--- src/hdl/aarm_pkg.sv ---
// ----------------------------------------------------------------------------
// aarm_pkg
// Types and constants shared by the axis-angle rotation matrix block.
// ----------------------------------------------------------------------------
package aarm_pkg;

  // Q30 working values, wide enough for an angle of up to 8 rad
  typedef logic signed [35:0] val_t;

  localparam val_t PI_Q30          = 36'sd3373259426;
  localparam val_t HALF_PI_Q30     = 36'sd1686629713;
  localparam val_t TWO_PI_Q30      = 36'sd6746518852;
  localparam val_t ONE_Q30         = 36'sd1073741824;
  localparam val_t CORDIC_GAIN_INV = 36'sd652032874;

  localparam int ROOT_STEPS = 32;
  localparam int DIV_STEPS  = 31;
  localparam int MUL_STEPS  = 15;

  // classified item handed from front to back
  typedef struct packed {
    logic               axis_zero;
    logic [31:0]        sum_sq;
    val_t               angle;
    logic               angle_neg;
    logic signed [15:0] ax;
    logic signed [15:0] ay;
    logic signed [15:0] az;
  } job_t;

  typedef enum logic [2:0] {
    ST_IDLE,
    ST_ROOT,
    ST_DIV,
    ST_MUL,
    ST_EMIT
  } back_state_t;

  function automatic val_t atan_q30(input logic [4:0] i);
    val_t r;
    case (i)
      5'd0:  r = 36'sd843314856;
      5'd1:  r = 36'sd497837829;
      5'd2:  r = 36'sd263043836;
      5'd3:  r = 36'sd133525158;
      5'd4:  r = 36'sd67021686;
      5'd5:  r = 36'sd33543515;
      5'd6:  r = 36'sd16775850;
      5'd7:  r = 36'sd8388437;
      5'd8:  r = 36'sd4194282;
      5'd9:  r = 36'sd2097149;
      5'd10: r = 36'sd1048575;
      5'd11: r = 36'sd524287;
      5'd12: r = 36'sd262143;
      5'd13: r = 36'sd131071;
      5'd14: r = 36'sd65535;
      5'd15: r = 36'sd32767;
      5'd16: r = 36'sd16383;
      5'd17: r = 36'sd8191;
      5'd18: r = 36'sd4095;
      5'd19: r = 36'sd2047;
      5'd20: r = 36'sd1023;
      5'd21: r = 36'sd511;
      5'd22: r = 36'sd255;
      5'd23: r = 36'sd127;
      default: r = '0;
    endcase
    return r;
  endfunction

endpackage

--- src/hdl/aarm_queue.sv ---
// ----------------------------------------------------------------------------
// aarm_queue
// Two-entry queue of classified items between front and back.
// ----------------------------------------------------------------------------
module aarm_queue (
  input  logic             clk,
  input  logic             rst_n,
  input  logic             push,
  input  aarm_pkg::job_t   push_job,
  output logic             full,
  input  logic             pop,
  output logic             avail,
  output aarm_pkg::job_t   head_job
);

  aarm_pkg::job_t slot_r [2];
  logic           wr_ptr_r, wr_ptr_nxt;
  logic           rd_ptr_r, rd_ptr_nxt;
  logic [1:0]     count_r, count_nxt;

  assign full     = (count_r == 2'd2);
  assign avail    = (count_r != 2'd0);
  assign head_job = slot_r[rd_ptr_r];

  always_comb begin
    wr_ptr_nxt = push ? !wr_ptr_r : wr_ptr_r;
    rd_ptr_nxt = pop ? !rd_ptr_r : rd_ptr_r;
    count_nxt  = count_r + 2'(push) - 2'(pop);
  end

  always_ff @(posedge clk) begin
    if (!rst_n) begin
      wr_ptr_r <= 1'b0;
      rd_ptr_r <= 1'b0;
      count_r  <= '0;
    end else begin
      wr_ptr_r <= wr_ptr_nxt;
      rd_ptr_r <= rd_ptr_nxt;
      count_r  <= count_nxt;
    end
  end

  always_ff @(posedge clk) begin
    if (push) begin
      slot_r[wr_ptr_r] <= push_job;
    end
  end

endmodule

--- config.mk ---
export PLATFORM = sky130hd
export DESIGN_NAME = aarm_queue
export DESIGN_NICKNAME = d
export VERILOG_FILES = /design/src/hdl/aarm_pkg.sv /design/src/hdl/aarm_queue.sv
export SDC_FILE = /design/constraint.sdc
export NUM_CORES = 1
export LEC_CHECK = 0
export BUFFER_PORTS_ARGS = -buffer_cell sky130_fd_sc_hd__buf_2
export CORE_UTILIZATION = 25
export DETAILED_ROUTE_END_ITERATION = 6
export PLACE_DENSITY = 0.56
export SLEW_MARGIN = 20
export SYNTH_ARGS = -nofsm -noshare
export SYNTH_HDL_FRONTEND = slang
export SYNTH_SLANG_ARGS = --single-unit
export TNS_END_PERCENT = 20
--- constraint.sdc ---
create_clock -name clk -period 7.55 [get_ports clk]
set_clock_uncertainty 0.05 [all_clocks]
set_input_delay 0.755 -clock clk [delete_from_list [all_inputs] [get_ports clk]]
set_output_delay 0.755 -clock clk [all_outputs]
set_load 0.05 [all_outputs]
==> flow_summary.yaml <==
setup_path:
  crit_type: "reg -> out"
  cp.arrival_ps: 2980
  cp-end-kind: "output port"
  critical_path.endpoint: "head_job[74]"
  critPathRequiredTime_ps: 6740
  cp_max_fo: 74
  r2r_setup_slack_ps: 5130
  reg2reg_from: "wr_ptr_r"
  r2r_cells: 2
  start_kind: "flop"
  r2r-end: "slot_r[1][80]"
finish:
  n_fill_cell: 3357
  fin_util: 0.3304
  drive_gt1_frac: 0.6123
  nets: 772
  syn2layout_area_growth_pct: 29.89
  antenna_cells: 0
  final_common_cell: "buf_2"
  final_cell_mix: "241 x buf_2, 236 x edfxtp_1, 98 x mux2_2, 27 x clkbuf_16, 20 x mux2_4"
route:
  drt_iter0_markers: 130
  vias: 4440
  dr.pass1.iters: 4
  via_per_inst: 3.954
  ant_nets: 0
  wl_per_cell_um: 15.92
  finalWirelength_um: 17870
  remaining_drc_errors: 0
floorplan:
  placementRows: 68
  core-area_um2: 34630
  die-height_um: 189.7
  die-area_um2: 35990
  ioPinCount: 242
  start_util: 0.2544
  die_x_um: 189.7
cts:
  clock-root-buffer: "clkbuf_16"
  cts_tree: "built"
  clock-sinks: 241
  holdBufCountCts: 0
  cts_made_buffers: 26
  post_cts_buffers: 0
  clock_path_buffers: 3
  cts_resized: 0
  htreeDepth: 1
  clk_pin_slew_ps: 60
  clk_latency_ps: 520
global_routing:
  grt_first_pass_wirelength_um: 26340
  grt.overflow.total: 0
  grt_pass1_vias: 4746
  antenna_found_initial: 3
  track_usage: 0.09586
  grt_max_degree: 75
worst_hold_path:
  hold_class: "in -> reg"
synth:
  synth_fa_ha_area_frac: 0.002841
  synth_seq_cells: 241
  synth_compound_area_frac: 0.0008523
  yosys-top-cells-area: "edfxtp_1 80%, mux2_2 13%, mux2_4 3.4%, dfxtp_1 1.1%, buf_2 0.51%"
  synth_top_area_share: 0.8045
  synth_top_family_by_area: "multiplexers"
  synth.mux.area_fraction: 0.1594
  ys_types: 14
  yosys.area.top_type: "edfxtp_1"
  yosys_warnings: 0
  yosys.area_share.simple: 0.006392
  synthXorXnorAreaFrac: 0.003551
  seq_area_frac_synth: 0.8159
  avgSynthCellArea_um2: 22.70
  syn-num-nets: 512
  syn_inst: 388
  syn_area_um2: 8808
placement:
  gp_congestion: 0.6849
  port-buffer-count: 241
  dp.final_hpwl_um: 11330
timing:
  relSlewSlack: 0.3047
  worst_pin_slew_ps: 1043
  max_freq_ghz: 0.2641
  setup_viol: 0
  min_period_over_period: 0.5015
  tns_ps: 0
  finalCriticalPeriod_ps: 3786
  slew_viol_final: 0
  rsz0062_at_grt: "false"
  final-hold-violation-count: 0
run_status:
  status: "finished clean"
pwr:
  p_leak_nw: 4.268
  ir_drop_uv: 194.7
  p_per_area_nw_per_um2: 297.4
run:
  drv_cap: 0
-- per-layer routing --
layer  global-route usage  share of wire
met4              0.02916          0.023
met5                    0         0.0024
met3              0.03597          0.083
met1               0.1136           0.42
met2               0.1607           0.47
-- power by group --
group	internal, W	leakage [nW]	switching, W
sequential	0.00155	2.26	0.0000277
clock	0.000815	0.451	0.000505
combinational	0.000151	1.56	0.000356
total	0.00251	4.27	0.000889
-- sequential cells by signal (all words and copies together) (netlist names), named ones only --
name and cells:
slot_r 236, rd_ptr_r 1, count_r 2, wr_ptr_r 1
-- worst min path at each step --
| stage | startpoint | to | slack, ps | cells past startpoint |
|---|---|---|---|---|
| finish | push_job[10] | slot_r[0][10] | 370 | 1 |
| global route | push_job[71] | slot_r[0][71] | 340 | 1 |
| CTS | push_job[98] | slot_r[1][98] | 330 | 1 |
| detailed placement | rd_ptr_r | rd_ptr_r | 530 | 2 |
| global placement | rd_ptr_r | rd_ptr_r | 520 | 2 |
| floorplan | rd_ptr_r | flop | 500 | 2 |
-- synth_stat cells --
library cell	instances
o21a_1	1
inv_1	2
xor2_1	1
mux2_2	98
ha_1	2
buf_6	4
xnor3_1	1
edfxtp_1	236
buf_2	9
or2_2	1
mux2_4	20
dfxtp_1	5
and2_1	4
nor2b_1	4
-- cell families after synthesis --
| logic type | after synthesis |
|---|---|
| mux | 118 |
| buf+inv | 15 |
| flops | 241 |
| simple gates | 9 |
| fa+ha+maj | 2 |
| xor+xnor | 2 |
| compound gates | 1 |
-- critical path, stage by stage (launching register included) --
cell and delay, ps:
dfxtp_4 830, buf_4 930, mux2_2 430, buf_2 210
-- through the flow --
| step | hold WS [ps] | setup slack (ps) | cells | area (um2) | power (W) |
|---|---|---|---|---|---|
| finish | 366.3 | 3764 | 1123 | 11440 | 0.003403 |
| global route | 335.8 | 3518 | 1123 | 11440 | 0.003527 |
| CTS | 329.6 | 3620 | 1123 | 11440 | 0.003455 |
| detailed placement | 530.0 | 4195 | 1075 | 10540 | 0.002120 |
| global placement | 517.9 | 4188 | 1075 | 10540 | 0.002116 |
| floorplan | 504.6 | 982.4 | 388 | 8808 | 0.001993 |
-- final cells by class --
| cell class | count | area, um2 | area share |
|---|---|---|---|
| inverter | 2 | 7.507 | 0.0006562 |
| clock buffer | 33 | 728.2 | 0.06365 |
| clock inverter | 15 | 175.2 | 0.01531 |
| multi-input combinational | 132 | 1534 | 0.1341 |
| sequential | 241 | 7191 | 0.6285 |
| timing repair buffer | 245 | 1236 | 0.1080 |
| tap | 455 | 569.3 | 0.04976 |
Note: power is estimated with default switching activity, not from simulation.
