===== src/hdl/aarm_pkg.sv =====
// ----------------------------------------------------------------------------
// aarm_pkg
// Types and constants shared by the axis-angle rotation matrix block.
// ----------------------------------------------------------------------------
package aarm_pkg;

  // Q30 working values, wide enough for an angle of up to 8 rad
  typedef logic signed [35:0] val_t;

  localparam val_t PI_Q30          = 36'sd3373259426;
  localparam val_t HALF_PI_Q30     = 36'sd1686629713;
  localparam val_t TWO_PI_Q30      = 36'sd6746518852;
  localparam val_t ONE_Q30         = 36'sd1073741824;
  localparam val_t CORDIC_GAIN_INV = 36'sd652032874;

  localparam int ROOT_STEPS = 32;
  localparam int DIV_STEPS  = 31;
  localparam int MUL_STEPS  = 15;

  // classified item handed from front to back
  typedef struct packed {
    logic               axis_zero;
    logic [31:0]        sum_sq;
    val_t               angle;
    logic               angle_neg;
    logic signed [15:0] ax;
    logic signed [15:0] ay;
    logic signed [15:0] az;
  } job_t;

  typedef enum logic [2:0] {
    ST_IDLE,
    ST_ROOT,
    ST_DIV,
    ST_MUL,
    ST_EMIT
  } back_state_t;

  function automatic val_t atan_q30(input logic [4:0] i);
    val_t r;
    case (i)
      5'd0:  r = 36'sd843314856;
      5'd1:  r = 36'sd497837829;
      5'd2:  r = 36'sd263043836;
      5'd3:  r = 36'sd133525158;
      5'd4:  r = 36'sd67021686;
      5'd5:  r = 36'sd33543515;
      5'd6:  r = 36'sd16775850;
      5'd7:  r = 36'sd8388437;
      5'd8:  r = 36'sd4194282;
      5'd9:  r = 36'sd2097149;
      5'd10: r = 36'sd1048575;
      5'd11: r = 36'sd524287;
      5'd12: r = 36'sd262143;
      5'd13: r = 36'sd131071;
      5'd14: r = 36'sd65535;
      5'd15: r = 36'sd32767;
      5'd16: r = 36'sd16383;
      5'd17: r = 36'sd8191;
      5'd18: r = 36'sd4095;
      5'd19: r = 36'sd2047;
      5'd20: r = 36'sd1023;
      5'd21: r = 36'sd511;
      5'd22: r = 36'sd255;
      5'd23: r = 36'sd127;
      default: r = '0;
    endcase
    return r;
  endfunction

endpackage


===== src/hdl/aarm_if.sv =====
// ----------------------------------------------------------------------------
// aarm interfaces
// Valid/ready channels for the axis items and the matrix column beats.
// ----------------------------------------------------------------------------
interface aarm_in_if;
  logic               valid;
  logic               ready;
  logic signed [15:0] angle;
  logic signed [15:0] axis_x;
  logic signed [15:0] axis_y;
  logic signed [15:0] axis_z;

  modport source (output valid, angle, axis_x, axis_y, axis_z, input ready);
  modport sink   (input valid, angle, axis_x, axis_y, axis_z, output ready);
endinterface



===== src/hdl/aarm_front.sv =====
// ----------------------------------------------------------------------------
// aarm_front
// Takes input beats, flags a zero axis, forms the squared norm and reduces
// the angle to [-pi/2, pi/2].
// ----------------------------------------------------------------------------
module aarm_front (
  aarm_in_if.sink          in_item,
  input  logic             q_full,
  output logic             q_push,
  output aarm_pkg::job_t   q_job
);

  aarm_pkg::val_t a0, a1;
  logic [31:0]    sx, sy, sz;

  assign in_item.ready = !q_full;
  assign q_push        = in_item.valid && !q_full;

  always_comb begin
    sx = 32'(in_item.axis_x * in_item.axis_x);
    sy = 32'(in_item.axis_y * in_item.axis_y);
    sz = 32'(in_item.axis_z * in_item.axis_z);
    a0 = aarm_pkg::val_t'(in_item.angle) <<< 18;
    if (a0 > aarm_pkg::PI_Q30) begin
      a1 = a0 - aarm_pkg::TWO_PI_Q30;
    end else if (a0 < -aarm_pkg::PI_Q30) begin
      a1 = a0 + aarm_pkg::TWO_PI_Q30;
    end else begin
      a1 = a0;
    end
    q_job.axis_zero = (in_item.axis_x == '0) && (in_item.axis_y == '0) &&
                      (in_item.axis_z == '0);
    q_job.sum_sq    = sx + sy + sz;
    // fold into the right half plane, cos and sin change sign
    if (a1 > aarm_pkg::HALF_PI_Q30) begin
      q_job.angle     = a1 - aarm_pkg::PI_Q30;
      q_job.angle_neg = 1'b1;
    end else if (a1 < -aarm_pkg::HALF_PI_Q30) begin
      q_job.angle     = a1 + aarm_pkg::PI_Q30;
      q_job.angle_neg = 1'b1;
    end else begin
      q_job.angle     = a1;
      q_job.angle_neg = 1'b0;
    end
    q_job.ax = in_item.axis_x;
    q_job.ay = in_item.axis_y;
    q_job.az = in_item.axis_z;
  end

endmodule


===== src/flat_wrapper.sv =====
// flat-port wrapper written by rule: the top's interface ports become plain ports
module aarm_front_flat 
  (q_full, q_push, q_job, in_item_valid, in_item_angle, in_item_axis_x, in_item_axis_y, in_item_axis_z, in_item_ready);
  aarm_in_if in_item_i ();
  input  logic q_full;
  output logic q_push;
  output aarm_pkg::job_t q_job;
  input wire logic [$bits(in_item_i.valid)-1:0] in_item_valid;
  input wire logic [$bits(in_item_i.angle)-1:0] in_item_angle;
  input wire logic [$bits(in_item_i.axis_x)-1:0] in_item_axis_x;
  input wire logic [$bits(in_item_i.axis_y)-1:0] in_item_axis_y;
  input wire logic [$bits(in_item_i.axis_z)-1:0] in_item_axis_z;
  output wire logic [$bits(in_item_i.ready)-1:0] in_item_ready;
  assign in_item_i.valid = in_item_valid;
  assign in_item_i.angle = in_item_angle;
  assign in_item_i.axis_x = in_item_axis_x;
  assign in_item_i.axis_y = in_item_axis_y;
  assign in_item_i.axis_z = in_item_axis_z;
  assign in_item_ready = in_item_i.ready;
  aarm_front u_core (.in_item(in_item_i), .q_full(q_full), .q_push(q_push), .q_job(q_job));
endmodule

===== config.mk =====
export PLATFORM = sky130hd
export DESIGN_NAME = aarm_front_flat
export DESIGN_NICKNAME = d
export VERILOG_FILES = /design/src/hdl/aarm_pkg.sv /design/src/hdl/aarm_if.sv /design/src/hdl/aarm_front.sv /design/src/flat_wrapper.sv
export SDC_FILE = /design/constraint.sdc
export NUM_CORES = 2
export LEC_CHECK = 0
export ABC_AREA = 1
export BUFFER_PORTS_ARGS = -buffer_cell sky130_fd_sc_hd__buf_2
export CAP_MARGIN = 20
export CORE_UTILIZATION = 57
export DETAILED_ROUTE_END_ITERATION = 7
export PLACE_DENSITY = 0.76
export SETUP_SLACK_MARGIN = 0.02
export SLEW_MARGIN = 40
export SYNTH_ARGS = -nofsm -noshare
export SYNTH_HDL_FRONTEND = slang
export SYNTH_SLANG_ARGS = --single-unit

===== constraint.sdc =====
create_clock -name vclk -period 24.7
set_input_delay 3.705 -clock vclk [all_inputs]
set_output_delay 3.705 -clock vclk [all_outputs]
set_load 0.05 [all_outputs]

==> metrics.txt <==
Ports=186; met3 usage=1.75%; Routed WL=70500 um; row count=83; CP startpoint kind=input port; PortBufs=185; Slew @ Worst Pin=765 ps; first-pass GRT wire length=117000 um; TNS Setup=0 ps; setup slack at placement=8980 ps; Mapped Cells=3542; mapped cell area=29800 um^2; Final Max Tran Viols=0; Setup CP Type=in -> out; dpl hpwl=61500 um; Syn. warnings=0; cell repeated most along the worst path=fa_1; Seq cells=0; max incr delay on CP=620 ps; vias per cell=5.09; Avg WL per Cell=16.6 um; Final setup viols=0; Crit-path slowest cell=nand2_1; status=finished, final reports clean; compound-cell area share of the yosys netlist=1.89%; DRC=0; most frequent cells in the layout=inv_1 (1227), fa_1 (818), nand2_1 (645); worst hold path type=in -> out; total setup buffers inserted after CTS=0; critical path peak fanout=20; Via Count=21500; simple-gate area share of the yosys netlist=13.0%; Fin. Hold Viols=0; routability cong.=0.944; dpl cell area=30700 um^2; fin crit share=63.6%; met2 Usage GRT=50.5%; XOR/XNOR share of the synthesized area=2.67%; worst path arrival time=12000 ps; clkbuf count=0; fin nets=4648; Avg Cell Area, Syn=8.42 um^2; vias in the first global route=23600; grt peak-use layer=met2; drt initial violations=1314; Slew headroom=49.0%; die height=231 um; core area=51500 um^2; area added between synthesis and finish=2.85%; Fmax=63.7 MHz; most common cell after layout, fill and taps aside=inv_1; CP Capture Type=output port; layout cells sized above 1=7.51%; M1 GR Usage=34.3%; Antenna Nets Post-Route=0; Die ar.=53200 um^2; CTS resizes=0; FF/Latch Area=0 um^2; Required @ worst endpoint=21000 ps; largest net degree at the start of global routing=29; Starting Density=57.9%; RSZ-0062 raised after global routing=false; post-synthesis mux area share=0%; Hold-fix buffers, CTS=0; initial antenna violation count=0; gr ovfl total=0; post-synth cell types=49; largest family of logic cells by synthesized area=adder cells; count of maximum capacitance violations=0; ant diodes=0; All-Layer GR Usage=28.2%; DRT Pass-1 Iters=5; Final WS setup=8990 ps; Design Area, Final=30700 um^2; Post-Synth Adder-Cell Area=63.6%; sequential fraction of the synthesis area=0%; Die W=231 um; fin crit period=15710 ps; post-synthesis net count=4633
## synth_stat cells (4+ instances only)
cell      instances  share of area, %
a21o_1            4              0.10
or2_2            11              0.23
clkbuf_1         97               1.2
buf_2             4             0.067
a31oi_1           4             0.084
nand4_1          29              0.61
nor2_2            8              0.17
nor4_1           15              0.31
nor3_1            9              0.15
buf_4            61               1.5
o21ai_2           5              0.15
fa_1            819                55
nand2_4           5              0.19
xor2_1           50               1.5
o21bai_1          4              0.10
xnor2_1          41               1.2
a21oi_1          42              0.70
o21ai_0          21              0.35
buf_1             6             0.076
nor2_1           83               1.0
nand3_1          72               1.2
ha_1            206               8.6
nand2_2          22              0.46
inv_1          1227                15
buf_6             7              0.26
nand2_1         645               8.1
inv_2            10              0.13
## through the flow
step | hold WS, ps | instances | utilization, %
2_1_floorplan | 7580 | 3542 | -
3_3_place_gp | 7720 | 4235 | 59.6
3_5_place_dp | 7720 | 4235 | 59.6
4_1_cts | 7720 | 4235 | 59.6
5_1_grt | 7740 | 4235 | 59.6
6_report | 7720 | 4235 | 59.6
## per-layer routing
| metal | up-vias | wire length [um] |
|---|---|---|
| met5 | - | 0 |
| met3 | 208 | 3230 |
| met4 | 0 | 4410 |
| met2 | 684 | 37000 |
| li1 | 9781 | - |
| met1 | 10900 | 25800 |
## cells by family after synthesis
| kind of cell | Yosys count |
|---|---|
| xor gates and xnor gates | 91 |
| and+or+nand+nor | 913 |
| AOI/OAI and AO/OA | 95 |
| other | 1 |
| buffers and inverters | 1417 |
| adders and majority gates | 1025 |
## final cells by class
class | count | area [um^2]
timing repair buffer | 189 | 956
tap | 680 | 851
inverter | 1241 | 4660
multi-input combinational | 2125 | 24200
fill | 4555 | 20800
## worst paths after layout
kind | startpoint | end | slack [ps] | cells after the start
worst max-delay path | in_item_axis_z[0] | q_job[110] | 8990 | 30
worst min-delay path | q_full | in_item_ready | 7720 | 3
## critical path: cells and delay by family
family	cells	cell delay, ps
AO/OA/AOI/OAI	5	1000
buffers and inverters	9	1270
AND/OR/NAND/NOR	5	910
adder cells (fa/ha/maj)	10	4920
XOR/XNOR	1	140
Power is not shown: default switching activity piles up to over one toggle a cycle in this logic, so the estimate is an artifact.
